==> config.mk <==
export PLATFORM = sky130hd
export DESIGN_NAME = calendar_date_add_days_flat
export DESIGN_NICKNAME = d
export VERILOG_FILES = /design/src/rtl/cad_pkg.sv /design/src/rtl/cad_in_if.sv /design/src/rtl/cad_out_if.sv /design/src/rtl/calendar_date_add_days.sv /design/src/rtl/cad_to_daynum.sv /design/src/rtl/cad_from_daynum.sv /design/src/flat_wrapper.sv
export SDC_FILE = /design/constraint.sdc
export NUM_CORES = 2
export LEC_CHECK = 0
export ABC_AREA = 1
export BUFFER_PORTS_ARGS = -buffer_cell sky130_fd_sc_hd__buf_2
export CORE_MARGIN = 1
export CORE_UTILIZATION = 41
export CTS_BUF_LIST = sky130_fd_sc_hd__clkbuf_8
export DETAILED_ROUTE_END_ITERATION = 8
export SETUP_SLACK_MARGIN = 0.15
export SLEW_MARGIN = 25
export SYNTH_ARGS = -nofsm -noshare
export SYNTH_HDL_FRONTEND = slang
export SYNTH_SLANG_ARGS = --single-unit
==> constraint.sdc <==
create_clock -name clk -period 32.2 [get_ports clk]
set_clock_uncertainty 0.15 [all_clocks]
set_input_delay 6.44 -clock clk [delete_from_list [all_inputs] [get_ports clk]]
set_output_delay 6.44 -clock clk [all_outputs]
set_load 0.005 [all_outputs]
==> src/rtl/cad_pkg.sv <==
// Package: types, constants and helper functions for the date adder
package cad_pkg;

	localparam int unsigned DayW   = 5;
	localparam int unsigned MonthW = 4;
	localparam int unsigned YearW  = 14;
	localparam int unsigned CountW = 16;

	// Days in a 400-year cycle and the year offset that keeps shifted years positive
	localparam int unsigned EraDays   = 146097;
	localparam int unsigned EraYears  = 400;
	localparam int unsigned LastDoe   = 146096;

	// Reciprocal constants (value, shift)
	localparam int unsigned RecipDiv100  = 20972;  // >> 21, exact below 43690
	localparam int unsigned RecipEra     = 29398;  // >> 32, floor, may be one low
	localparam int unsigned RecipDiv365a = 45965;  // >> 24, exact below 2^20
	localparam int unsigned RecipDiv9131 = 29399;  // >> 28, exact below 39400
	localparam int unsigned RecipDiv365b = 183860; // >> 26, exact below 2^20
	localparam int unsigned RecipDiv100s = 41;     // >> 12, exact below 1024
	localparam int unsigned RecipDiv153  = 1714;   // >> 18, exact below 2674

	localparam logic [MonthW-1:0] MonFeb = 4'd2;
	localparam logic [MonthW-1:0] MonDec = 4'd12;

	// Pipeline payload; each stage fills in its fields, and later stages update era, doy and mp
	typedef struct packed {
		logic [DayW-1:0]   d0;
		logic [MonthW-1:0] m0;
		logic [YearW-1:0]  y0;
		logic [CountW-1:0] n;
		logic              ok;
		logic [7:0]        qy;
		logic [14:0]       yp;
		logic [3:0]        mp;
		logic [8:0]        doy;
		logic [7:0]        q100;
		logic [22:0]       nd;
		logic [5:0]        era;
		logic [18:0]       rem;
		logic [17:0]       doe;
		logic [6:0]        a;
		logic [2:0]        b;
		logic              c;
		logic [17:0]       t;
		logic [8:0]        yoe;
		logic [DayW-1:0]   res_day;
		logic [MonthW-1:0] res_mon;
		logic [YearW-1:0]  res_yr;
	} pipe_t;

	// Days before the start of a March-based month (March is 0)
	function automatic logic [8:0] month_off(input logic [3:0] mp);
		logic [8:0] r;
		case (mp)
			4'd0:    r = 9'd0;
			4'd1:    r = 9'd31;
			4'd2:    r = 9'd61;
			4'd3:    r = 9'd92;
			4'd4:    r = 9'd122;
			4'd5:    r = 9'd153;
			4'd6:    r = 9'd184;
			4'd7:    r = 9'd214;
			4'd8:    r = 9'd245;
			4'd9:    r = 9'd275;
			4'd10:   r = 9'd306;
			4'd11:   r = 9'd337;
			default: r = 9'd0;
		endcase
		return r;
	endfunction

	// Month length for a calendar month
	function automatic logic [DayW-1:0] month_len(input logic [MonthW-1:0] m,
			input logic leap);
		logic [DayW-1:0] r;
		case (m)
			MonFeb:                    r = leap ? 5'd29 : 5'd28;
			4'd4, 4'd6, 4'd9, 4'd11:   r = 5'd30;
			default:                   r = 5'd31;
		endcase
		return r;
	endfunction

endpackage

==> src/rtl/cad_in_if.sv <==
// Input channel: start date and day count with valid/ready
interface cad_in_if import cad_pkg::*; ();
	logic              valid;
	logic              ready;
	logic [DayW-1:0]   in_day;
	logic [MonthW-1:0] in_month;
	logic [YearW-1:0]  in_year;
	logic [CountW-1:0] days_to_add;

	modport source(output valid, in_day, in_month, in_year, days_to_add, input ready);
	modport sink(input valid, in_day, in_month, in_year, days_to_add, output ready);
endinterface

==> src/rtl/cad_out_if.sv <==
// Output channel: result date and validity flag with valid/ready
interface cad_out_if import cad_pkg::*; ();
	logic              valid;
	logic              ready;
	logic [DayW-1:0]   out_day;
	logic [MonthW-1:0] out_month;
	logic [YearW-1:0]  out_year;
	logic              date_valid;

	modport source(output valid, out_day, out_month, out_year, date_valid, input ready);
	modport sink(input valid, out_day, out_month, out_year, date_valid, output ready);
endinterface

==> src/rtl/calendar_date_add_days.sv <==
// Gregorian date plus day count, eleven-stage pipeline through an absolute day number.
// A transaction is registered in turn through stages s1 to s11 before its result is offered.
// Throughput: one transaction per cycle; the whole pipeline holds while a result waits.
// The last stage is the output register; constant-reciprocal multiplies set the stage split.
// Reset (arst_n low, asynchronous) clears all stage valid bits; payload is not reset.
module calendar_date_add_days import cad_pkg::*; (
	input logic        clk,
	input logic        arst_n,
	cad_in_if.sink     in_ch,
	cad_out_if.source  out_ch
);

	logic  adv;
	logic  v_s2, v_s11;
	pipe_t p_in, p_s2, p_s11;

	// Pipeline moves whenever the output register is empty or being drained
	assign adv         = !v_s11 || out_ch.ready;
	assign in_ch.ready = adv;

	always_comb begin
		p_in    = '0;
		p_in.d0 = in_ch.in_day;
		p_in.m0 = in_ch.in_month;
		p_in.y0 = in_ch.in_year;
		p_in.n  = in_ch.days_to_add;
	end

	cad_to_daynum u_to (
		.clk   (clk),
		.arst_n(arst_n),
		.adv   (adv),
		.v_in  (in_ch.valid),
		.p_in  (p_in),
		.v_s2  (v_s2),
		.p_s2  (p_s2)
	);

	cad_from_daynum u_from (
		.clk   (clk),
		.arst_n(arst_n),
		.adv   (adv),
		.v_in  (v_s2),
		.p_in  (p_s2),
		.v_s11 (v_s11),
		.p_s11 (p_s11)
	);

	// Result transaction
	assign out_ch.valid      = v_s11;
	assign out_ch.out_day    = p_s11.res_day;
	assign out_ch.out_month  = p_s11.res_mon;
	assign out_ch.out_year   = p_s11.res_yr;
	assign out_ch.date_valid = p_s11.ok;

endmodule

==> src/rtl/cad_to_daynum.sv <==
// Front stages: date check and conversion of the start date to a day number plus count
module cad_to_daynum import cad_pkg::*; (
	input  logic  clk,
	input  logic  arst_n,
	input  logic  adv,
	input  logic  v_in,
	input  pipe_t p_in,
	output logic  v_s2,
	output pipe_t p_s2
);

	logic  v_s1;
	pipe_t p_s1, n1, n2;
	logic [28:0] prod_y, prod_yp;
	logic [13:0] r100;
	logic        leap;

	// Stage 1: year / 100, shifted year and day of shifted year
	always_comb begin
		n1 = p_in;
		prod_y  = 29'(p_in.y0) * 29'(RecipDiv100);
		n1.qy   = prod_y[28:21];
		n1.yp   = 15'(p_in.y0) + 15'(EraYears) - 15'(p_in.m0 <= MonFeb);
		n1.mp   = (p_in.m0 > MonFeb) ? 4'(p_in.m0 - 4'd3) : 4'(p_in.m0 + 4'd9);
		n1.doy  = month_off(n1.mp) + 9'(p_in.d0) - 9'd1;
		prod_yp = 29'(n1.yp) * 29'(RecipDiv100);
		n1.q100 = prod_yp[28:21];
	end

	// Stage 2: leap rule, date check and absolute day number with count added
	always_comb begin
		n2 = p_s1;
		r100 = p_s1.y0 - 14'(14'(p_s1.qy) * 14'd100);
		leap = (r100 == '0) ? (p_s1.qy[1:0] == 2'd0) : (p_s1.y0[1:0] == 2'd0);
		n2.ok = (p_s1.m0 >= 4'd1) && (p_s1.m0 <= MonDec) && (p_s1.d0 >= 5'd1)
			&& (p_s1.d0 <= month_len(p_s1.m0, leap));
		n2.nd = 23'(365) * 23'(p_s1.yp) + 23'(p_s1.yp >> 2) - 23'(p_s1.q100)
			+ 23'(p_s1.q100 >> 2) + 23'(p_s1.doy) + 23'(p_s1.n);
	end

	// Valid bits
	always_ff @(posedge clk or negedge arst_n) begin
		if (!arst_n) begin
			v_s1 <= 1'b0;
			v_s2 <= 1'b0;
		end else if (adv) begin
			v_s1 <= v_in;
			v_s2 <= v_s1;
		end
	end

	// Payload
	always_ff @(posedge clk) begin
		if (adv) begin
			p_s1 <= n1;
			p_s2 <= n2;
		end
	end

endmodule

==> src/rtl/cad_from_daynum.sv <==
// Back stages: conversion of a day number back to a calendar date
module cad_from_daynum import cad_pkg::*; (
	input  logic  clk,
	input  logic  arst_n,
	input  logic  adv,
	input  logic  v_in,
	input  pipe_t p_in,
	output logic  v_s11,
	output pipe_t p_s11
);

	logic  v_s3, v_s4, v_s5, v_s6, v_s7, v_s8, v_s9, v_s10;
	pipe_t p_s3, p_s4, p_s5, p_s6, p_s7, p_s8, p_s9, p_s10;
	pipe_t n3, n4, n5, n6, n7, n8, n9, n10, n11;
	logic [37:0] prod_era;
	logic [31:0] prod_a, prod_b;
	logic [35:0] prod_yoe;
	logic [13:0] prod_yq;
	logic [11:0] v5;
	logic [22:0] prod_mp;
	logic [15:0] yr_full;
	logic [3:0]  mon;

	// Stage 3: era estimate, at most one low
	always_comb begin
		n3 = p_in;
		prod_era = 38'(p_in.nd) * 38'(RecipEra);
		n3.era = prod_era[37:32];
	end

	// Stage 4: remainder against the estimate
	always_comb begin
		n4 = p_s3;
		n4.rem = 19'(p_s3.nd - 23'(p_s3.era) * 23'(EraDays));
	end

	// Stage 5: correct the estimate, giving day of era
	always_comb begin
		n5 = p_s4;
		if (p_s4.rem >= 19'(EraDays)) begin
			n5.era = p_s4.era + 6'd1;
			n5.doe = 18'(p_s4.rem - 19'(EraDays));
		end else begin
			n5.doe = p_s4.rem[17:0];
		end
	end

	// Stage 6: four-year, century and era-end corrections
	always_comb begin
		n6 = p_s5;
		prod_a = 32'(p_s5.doe[17:2]) * 32'(RecipDiv365a);
		prod_b = 32'(p_s5.doe[17:2]) * 32'(RecipDiv9131);
		n6.a = prod_a[30:24];
		n6.b = prod_b[30:28];
		n6.c = (p_s5.doe == 18'(LastDoe));
	end

	// Stage 7: day count scaled to a plain 365-day year
	always_comb begin
		n7 = p_s6;
		n7.t = p_s6.doe - 18'(p_s6.a) + 18'(p_s6.b) - 18'(p_s6.c);
	end

	// Stage 8: year of era
	always_comb begin
		n8 = p_s7;
		prod_yoe = 36'(p_s7.t) * 36'(RecipDiv365b);
		n8.yoe = prod_yoe[34:26];
	end

	// Stage 9: day of shifted year
	always_comb begin
		n9 = p_s8;
		prod_yq = 14'(p_s8.yoe) * 14'(RecipDiv100s);
		n9.doy = 9'(p_s8.doe - (18'(365) * 18'(p_s8.yoe) + 18'(p_s8.yoe >> 2)
			- 18'(prod_yq[13:12])));
	end

	// Stage 10: shifted month
	always_comb begin
		n10 = p_s9;
		v5 = 12'(p_s9.doy) * 12'd5 + 12'd2;
		prod_mp = 23'(v5) * 23'(RecipDiv153);
		n10.mp = prod_mp[21:18];
	end

	// Stage 11: calendar fields, or the start date when it failed the check
	always_comb begin
		n11 = p_s10;
		mon = (p_s10.mp < 4'd10) ? 4'(p_s10.mp + 4'd3) : 4'(p_s10.mp - 4'd9);
		yr_full = 16'(p_s10.era) * 16'(EraYears) + 16'(p_s10.yoe)
			+ 16'(mon <= MonFeb) - 16'(EraYears);
		if (p_s10.ok) begin
			n11.res_day = 5'(p_s10.doy - month_off(p_s10.mp) + 9'd1);
			n11.res_mon = mon;
			n11.res_yr  = yr_full[YearW-1:0];
		end else begin
			n11.res_day = p_s10.d0;
			n11.res_mon = p_s10.m0;
			n11.res_yr  = p_s10.y0;
		end
	end

	// Valid bits
	always_ff @(posedge clk or negedge arst_n) begin
		if (!arst_n) begin
			v_s3  <= 1'b0;
			v_s4  <= 1'b0;
			v_s5  <= 1'b0;
			v_s6  <= 1'b0;
			v_s7  <= 1'b0;
			v_s8  <= 1'b0;
			v_s9  <= 1'b0;
			v_s10 <= 1'b0;
			v_s11 <= 1'b0;
		end else if (adv) begin
			v_s3  <= v_in;
			v_s4  <= v_s3;
			v_s5  <= v_s4;
			v_s6  <= v_s5;
			v_s7  <= v_s6;
			v_s8  <= v_s7;
			v_s9  <= v_s8;
			v_s10 <= v_s9;
			v_s11 <= v_s10;
		end
	end

	// Payload
	always_ff @(posedge clk) begin
		if (adv) begin
			p_s3  <= n3;
			p_s4  <= n4;
			p_s5  <= n5;
			p_s6  <= n6;
			p_s7  <= n7;
			p_s8  <= n8;
			p_s9  <= n9;
			p_s10 <= n10;
			p_s11 <= n11;
		end
	end

endmodule

==> src/flat_wrapper.sv <==
// flat-port wrapper written by rule: the top's interface ports become plain ports
module calendar_date_add_days_flat import cad_pkg::*;
  (clk, arst_n, in_ch_valid, in_ch_in_day, in_ch_in_month, in_ch_in_year, in_ch_days_to_add, in_ch_ready, out_ch_valid, out_ch_out_day, out_ch_out_month, out_ch_out_year, out_ch_date_valid, out_ch_ready);
  cad_in_if in_ch_i ();
  cad_out_if out_ch_i ();
  input logic clk;
  input logic arst_n;
  input wire logic [$bits(in_ch_i.valid)-1:0] in_ch_valid;
  input wire logic [$bits(in_ch_i.in_day)-1:0] in_ch_in_day;
  input wire logic [$bits(in_ch_i.in_month)-1:0] in_ch_in_month;
  input wire logic [$bits(in_ch_i.in_year)-1:0] in_ch_in_year;
  input wire logic [$bits(in_ch_i.days_to_add)-1:0] in_ch_days_to_add;
  output wire logic [$bits(in_ch_i.ready)-1:0] in_ch_ready;
  output wire logic [$bits(out_ch_i.valid)-1:0] out_ch_valid;
  output wire logic [$bits(out_ch_i.out_day)-1:0] out_ch_out_day;
  output wire logic [$bits(out_ch_i.out_month)-1:0] out_ch_out_month;
  output wire logic [$bits(out_ch_i.out_year)-1:0] out_ch_out_year;
  output wire logic [$bits(out_ch_i.date_valid)-1:0] out_ch_date_valid;
  input wire logic [$bits(out_ch_i.ready)-1:0] out_ch_ready;
  assign in_ch_i.valid = in_ch_valid;
  assign in_ch_i.in_day = in_ch_in_day;
  assign in_ch_i.in_month = in_ch_in_month;
  assign in_ch_i.in_year = in_ch_in_year;
  assign in_ch_i.days_to_add = in_ch_days_to_add;
  assign in_ch_ready = in_ch_i.ready;
  assign out_ch_valid = out_ch_i.valid;
  assign out_ch_out_day = out_ch_i.out_day;
  assign out_ch_out_month = out_ch_i.out_month;
  assign out_ch_out_year = out_ch_i.out_year;
  assign out_ch_date_valid = out_ch_i.date_valid;
  assign out_ch_i.ready = out_ch_ready;
  calendar_date_add_days u_core (.clk(clk), .arst_n(arst_n), .in_ch(in_ch_i), .out_ch(out_ch_i));
endmodule
Yosys cells after proc, flatten, opt, wreduce, memory -nomap -nowiden:

Memories as Yosys holds them, arrays and structs flattened. A register that Yosys moved wholly into a read port is not among the register bits.
Cells that the tools add are included.

* register bits: 567
* memory bits (read-only): 288
* input bits: 43
* word-level logic and storage cells: 163
* output and inout port bits: 26
* memories: 2

* reduce and logical (&&, ||, !) cells: 9
* multipliers: 14
* mux-type cells: 10
* add/sub/neg operators: 29
* eq/ne operators: 6
* $lt $le $gt $ge: 9

Memories
* (name not given): depth 16, width 9, read ports 1, clocked after memory_dff 1, write ports 0, RTL line cad_pkg.sv:55 `case (mp)`
* (name not given): depth 16, width 9, read ports 1, clocked after memory_dff 0, write ports 0, RTL line cad_pkg.sv:55

Operators by type and width (count)
* $mul A23 B14 Y37 const B: 1
* $mul A18 B16 Y33 const B: 1
* $mul A16 B15 Y31 const B: 1
* $mul A16 B16 Y31 const B: 1
* $mul A14 B13 Y27 const B: 1
* $mul A15 B13 Y27 const B: 1
* $add A23 B13 Y23: 1
* $add A23 B16 Y23: 1
* $add A23 B6 Y23: 1
* $add A23 B9 Y23: 1
* $mul A9 B15 Y23 const A: 1
* $mux W23: 1
* $sub A23 B8 Y23: 1
* $mul A12 B10 Y21 const B: 1
* $ge A19 B18 Y1 const B: 1
* $mul A6 B18 Y19 const B: 1
* $sub A19 B19 Y19: 1
* $add A18 B3 Y18: 1
* $eq A18 B18 Y1 const B: 1
* $mux W18: 1
* $sub A18 B1 Y18: 1
* $sub A18 B18 Y18 const B: 1
* $sub A18 B7 Y18: 1
* $add A14 B9 Y15 const B: 1
* 44 further kinds: 53

Longest topological paths before layout:

* depth in word-level cells: 8
* gate-level depth with buffers: 37
* mapped depth without buffers: 37

Cells and area by module:

Synthesis repeated with hierarchy kept, for this count alone.

* cells, all modules: 7287
* area total of the unflattened synthesis: 100898.0 µm²

Modules (own cells, without submodules)
* cad_from_daynum: cells each 5034, area an instance 73630.6 µm², sequential area each 43206.4 µm², times used 1
* cad_to_daynum: cells each 2250, area an instance 27256.1 µm², sequential area each 12001.5 µm², times used 1
* calendar_date_add_days: cells each 3, area an instance 11.3 µm², sequential area each 0.0 µm², times used 1

Worst setup path before layout:

OpenSTA, ideal clock, no wires.

* path kind: in2out
* start point: input out_ch_ready
* end point: output in_ch_ready
* data arrival time: 21.833 ns
* required time: 25.610 ns
* cell stages on the path: 3
* buffers on the path: 1
* setup slack: 3.777 ns
* cell sequence: nor2_1 -> clkinv_1 -> clkbuf_1

* word-level cells in the longest chain between the ends: 1

RTL lines
* from (decl): RTL line flat_wrapper.sv:19 `input wire logic [$bits(out_ch_i.ready)-1:0] out_ch_ready;`
* $logic_or A1 B1 Y1: RTL line calendar_date_add_days.sv:18 `assign adv = !v_s11 || out_ch.ready;`
* to (decl): RTL line flat_wrapper.sv:13 `output wire logic [$bits(in_ch_i.ready)-1:0] in_ch_ready;`

Every way passes these cells.

Worst setup path after layout:

Same ends and word-level chain as after synthesis.

==> run summary <==
The flow ran to the end, and the final reports show no timing, DRC or antenna violations. For the pin with the worst max-slew slack, the measured transition is 1.03 ns. After floorplanning, the core was sized to cover 150,000 um^2. The most used flip-flop cell after synthesis is sky130_fd_sc_hd__edfxtp_1. The congestion estimate from routability-driven global placement came to 0.882. The worst hold path belongs to the class flip-flop to flip-flop.

Along the worst hold path, the cell count comes to 0. The H-tree generated during clock tree synthesis spans 3 levels. The storage element area is 17,100 um^2, and the peak clock frequency supported by timing is 71.2 MHz. The tool flagged a number of max-cap violations equal to 0.

The count of antenna-violating nets left after detailed routing is 0. The worst setup path is captured at an output port. Clock tree synthesis selected as its root buffer the cell sky130_fd_sc_hd__clkbuf_8.

The logs give 0 for the remaining routing DRC violations and 0 for the post-cts repair resize count. The total routing resource utilization after global routing was 17.5%. The synthesized design contains 556 enable-type register cells. Clock latency on the worst-skew pair, taken at its later pin, is 0.75 ns. Yosys printed 0 warnings. The tools report the type of element launching the critical path as a primary input. The run gives 1 as the initial antenna violation count.

On the critical path, the stage with the largest delay is an instance of sky130_fd_sc_hd__inv_8. For this design, the sink count on the clock tree is 572. The area growth from synthesis to layout came out at 7.51%. In this run, the number of DRC markers left after iteration 0 of detailed routing was 1,931.

The most numerous cell type found on the critical path is sky130_fd_sc_hd__buf_2. Together, buffers and inverters on the worst path number 4. Global routing consumed, on the met3 layer, 1.78% of the routing resources. The die boundary height is 392 um. Entering global routing, the biggest net connects 189 pins.

The synthesized cell area came out at 62,300 um^2. TritonCTS built the clock tree. The first TritonRoute pass finished after 5 iterations. The run gives 0 as the total count of max-transition violations in the final report. Data arrives at the worst endpoint at 7.45 ns. Pin placement for this block handled 69 I/O pins. The logs give 0 for the setup violation total in the final timing report and 8,073 for the number of nets in the final layout. The routed design has 129,000 um of wire. The average instance in the mapped netlist occupies 10.5 um^2.

Global routing finished with a remaining overflow of 0. Area share of the largest cell type after synthesis: 26.8%. In this run the number of cells on the critical path is 5. The worst path in the final design needs a cycle of 14.04 ns, including I/O delays and setup. The floorplan has 142 rows. The clock transition time at the flip-flop clock pins of the worst setup and hold paths is 0.06 ns.

The run gives 108,000 um as the half-perimeter wire length after placement. Global routing used 24.1% of the available met1 tracks. The average via count per standard cell was 4.78; the synthesized instance count was 5,935. The run gives 29.8% as the met2 track demand over resource. Setup repair after global routing left no endpoint under its margin.

Leaving out fill and tap cells, the most frequent cells in the layout are sky130_fd_sc_hd__inv_1 (1,496), sky130_fd_sc_hd__ha_1 (1,199), sky130_fd_sc_hd__fa_1 (733), sky130_fd_sc_hd__nand2_1 (682), sky130_fd_sc_hd__edfxtp_1 (556). The via count of the first global-routing pass is 41,491, and the horizontal die dimension is 392 um. The category of cells accounting for the largest share of critical-path delay is buffers and inverters. The largest incremental delay on the critical path was 0.46 ns. Counting cells, the worst reg-to-reg path comes to 32.

After filler insertion, the fill cell instance count of the layout stands at 14,327. The count of final hold-check violations came out at 0. The number of synthesized register bits was 572; the data required time of the critical path was 25.61 ns.

Most area-hungry cell type in the Yosys netlist: sky130_fd_sc_hd__edfxtp_1. In the synthesized netlist the async set-or-reset flop fraction comes to 1.92%. Leaving out fill and tap cells, the most frequent cell in the layout is sky130_fd_sc_hd__inv_1. In the final layout, the multi-input gates occupy 39,600 um^2. Cells with a size suffix above 1 make up 3.69% of the layout. The number of nets in the synthesized netlist is 7,910.

The final sum of negative setup slack was 0 ns. Post-CTS timing repair inserted 0 buffers for setup. The number of different library cells used by synthesis comes to 52. The critical path goes through buf_2 > nor2_1 > buf_4 > inv_8 > buf_2. In this run the tool buffered the top-level ports with 68 buffer cells. Dividing the detail-routed wire length by the instance count gives 15.7 um. The initial core utilization was 41.4%; the first-pass GRT wire length was 215,000 um.

Buffers inserted to repair hold after CTS numbered 0. Buffers inserted during clock tree synthesis total 91. The tools report the largest buffer count on any clock path as 3. Of the synthesized area, sequential elements account for 27.4%. The die covers 154,000 um^2.

Detailed routing inserted a total of 39,154 vias. Of all nets on the critical path, the largest fanout is 101. Of the available clock period, the critical path in the final layout requires 43.6%.

The global routing stage identified its most utilized layer as met2. The tools report the relative slew slack as 31.0%. The critical path start-end classification was primary input to output port. By area the synthesized netlist is led by sky130_fd_sc_hd__edfxtp_1 (27%), sky130_fd_sc_hd__ha_1 (24%), sky130_fd_sc_hd__fa_1 (24%), sky130_fd_sc_hd__inv_1 (8.9%), sky130_fd_sc_hd__nand2_1 (4.1%).
metal layers:
metal | vias up | routed length (um)
met1 | 19047 | 60600
met5 | - | 0
met3 | 145 | 3410
li1 | 19499 | -
met4 | 0 | 2080
met2 | 463 | 62400
cell type report:
cell class | count | share of cell area [%]
clock inverter | 77 | 0.714
clock buffer | 92 | 1.89
sequential | 572 | 25.5
multi-input combinational | 3872 | 59.1
timing repair buffer | 80 | 0.680
tap | 2016 | 3.77
antenna | 2 | 0.00747
inverter | 1481 | 8.31
cell usage after synthesis (all sizes together) (14+ instances only):
| library cell | number |
|---|---|
| a211oi | 15 |
| nand4 | 43 |
| a21o | 27 |
| nor2 | 195 |
| o21bai | 17 |
| ha | 1199 |
| edfxtp | 556 |
| nand3 | 147 |
| o21ai | 162 |
| a31oi | 29 |
| a21oi | 256 |
| nor3 | 49 |
| o211ai | 14 |
| nand2 | 685 |
| fa | 733 |
| nor4 | 17 |
| inv | 1478 |
| xnor2 | 76 |
| xor2 | 135 |
state kept, by name (all words and copies together) (netlist names), named ones only:
name	cells
u_core.u_from.n6	48
u_core.u_from.v_s11	1
u_core.u_from.v_s3	1
u_core.u_from.p_s4	6
u_core.u_from.v_s7	1
u_core.u_from.v_s9	1
u_core.u_to.v_s2	1
u_core.u_from.n5	43
u_core.u_from.v_s10	1
u_core.u_from.n9	48
u_core.u_to.v_s1	1
u_core.u_to.p_s2	47
u_core.u_from.v_s6	1
u_core.u_from.p_s11	24
u_core.u_from.n4	49
u_core.u_from.v_s4	1
u_core.u_from.n7	59
u_core.u_from.v_s5	1
u_core.u_from.n11	48
u_core.u_from.n10	48
u_core.u_to.n2	79
u_core.u_from.v_s8	1
u_core.u_from.n8	57
per-stage QoR:
stage / hold WS, ns / std cells / utilization [%] / setup slack, ns / cell area, um^2
3_3_place_gp: 0.250 / 8021 / 43.4 / 18.13 / 65200
2_1_floorplan: 0.250 / 5935 / - / 3.78 / 62300
5_1_grt: 0.224 / 8192 / 44.6 / 18.08 / 67000
3_5_place_dp: 0.255 / 8021 / 43.4 / 18.13 / 65200
6_report: 0.221 / 8192 / 44.6 / 18.16 / 67000
4_1_cts: 0.209 / 8190 / 44.6 / 18.12 / 67000
path summary, 6_finish.rpt:
check,start,end,slack [ns]
setup / recovery,out_ch_ready,in_ch_ready,18.16
hold / removal,u_core.u_from.n10[27],u_core.u_from.n11[27],0.22
setup reg to reg,u_core.u_from.n10[136],flip-flop,25.01
hold reg to reg,u_core.u_from.n10[27],u_core.u_from.n11[27],0.22
max in group asynchronous,arst_n,u_core.u_from.v_s3,26.30
min in group asynchronous,arst_n,u_core.u_from.v_s10,5.40
worst register-to-register path, delay by kind of cell, from the launching register on:
family	cells	cell delay [ns]
AOI/OAI and AO/OA	7	1.29
buffers and inverters	4	0.43
xor gates and xnor gates	2	0.59
DFF	1	0.49
adders and majority gates	9	3.47
and+or+nand+nor	10	0.68
cell families (layout without fill, tap and decap cells):
family,count (synthesis),count (layout),share of synthesized area (%)
fa+ha+maj,1932,1932,47.6
other cells,0,2,0
compound gates,569,569,5.18
flops,572,572,27.4
buf+inv,1491,1730,9.03
xor+xnor,211,211,2.98
simple gates,1160,1160,7.78
Power is left out: the tool's default activity adds up to more than one toggle a clock period on the data nets, which glitch-free logic cannot reach.
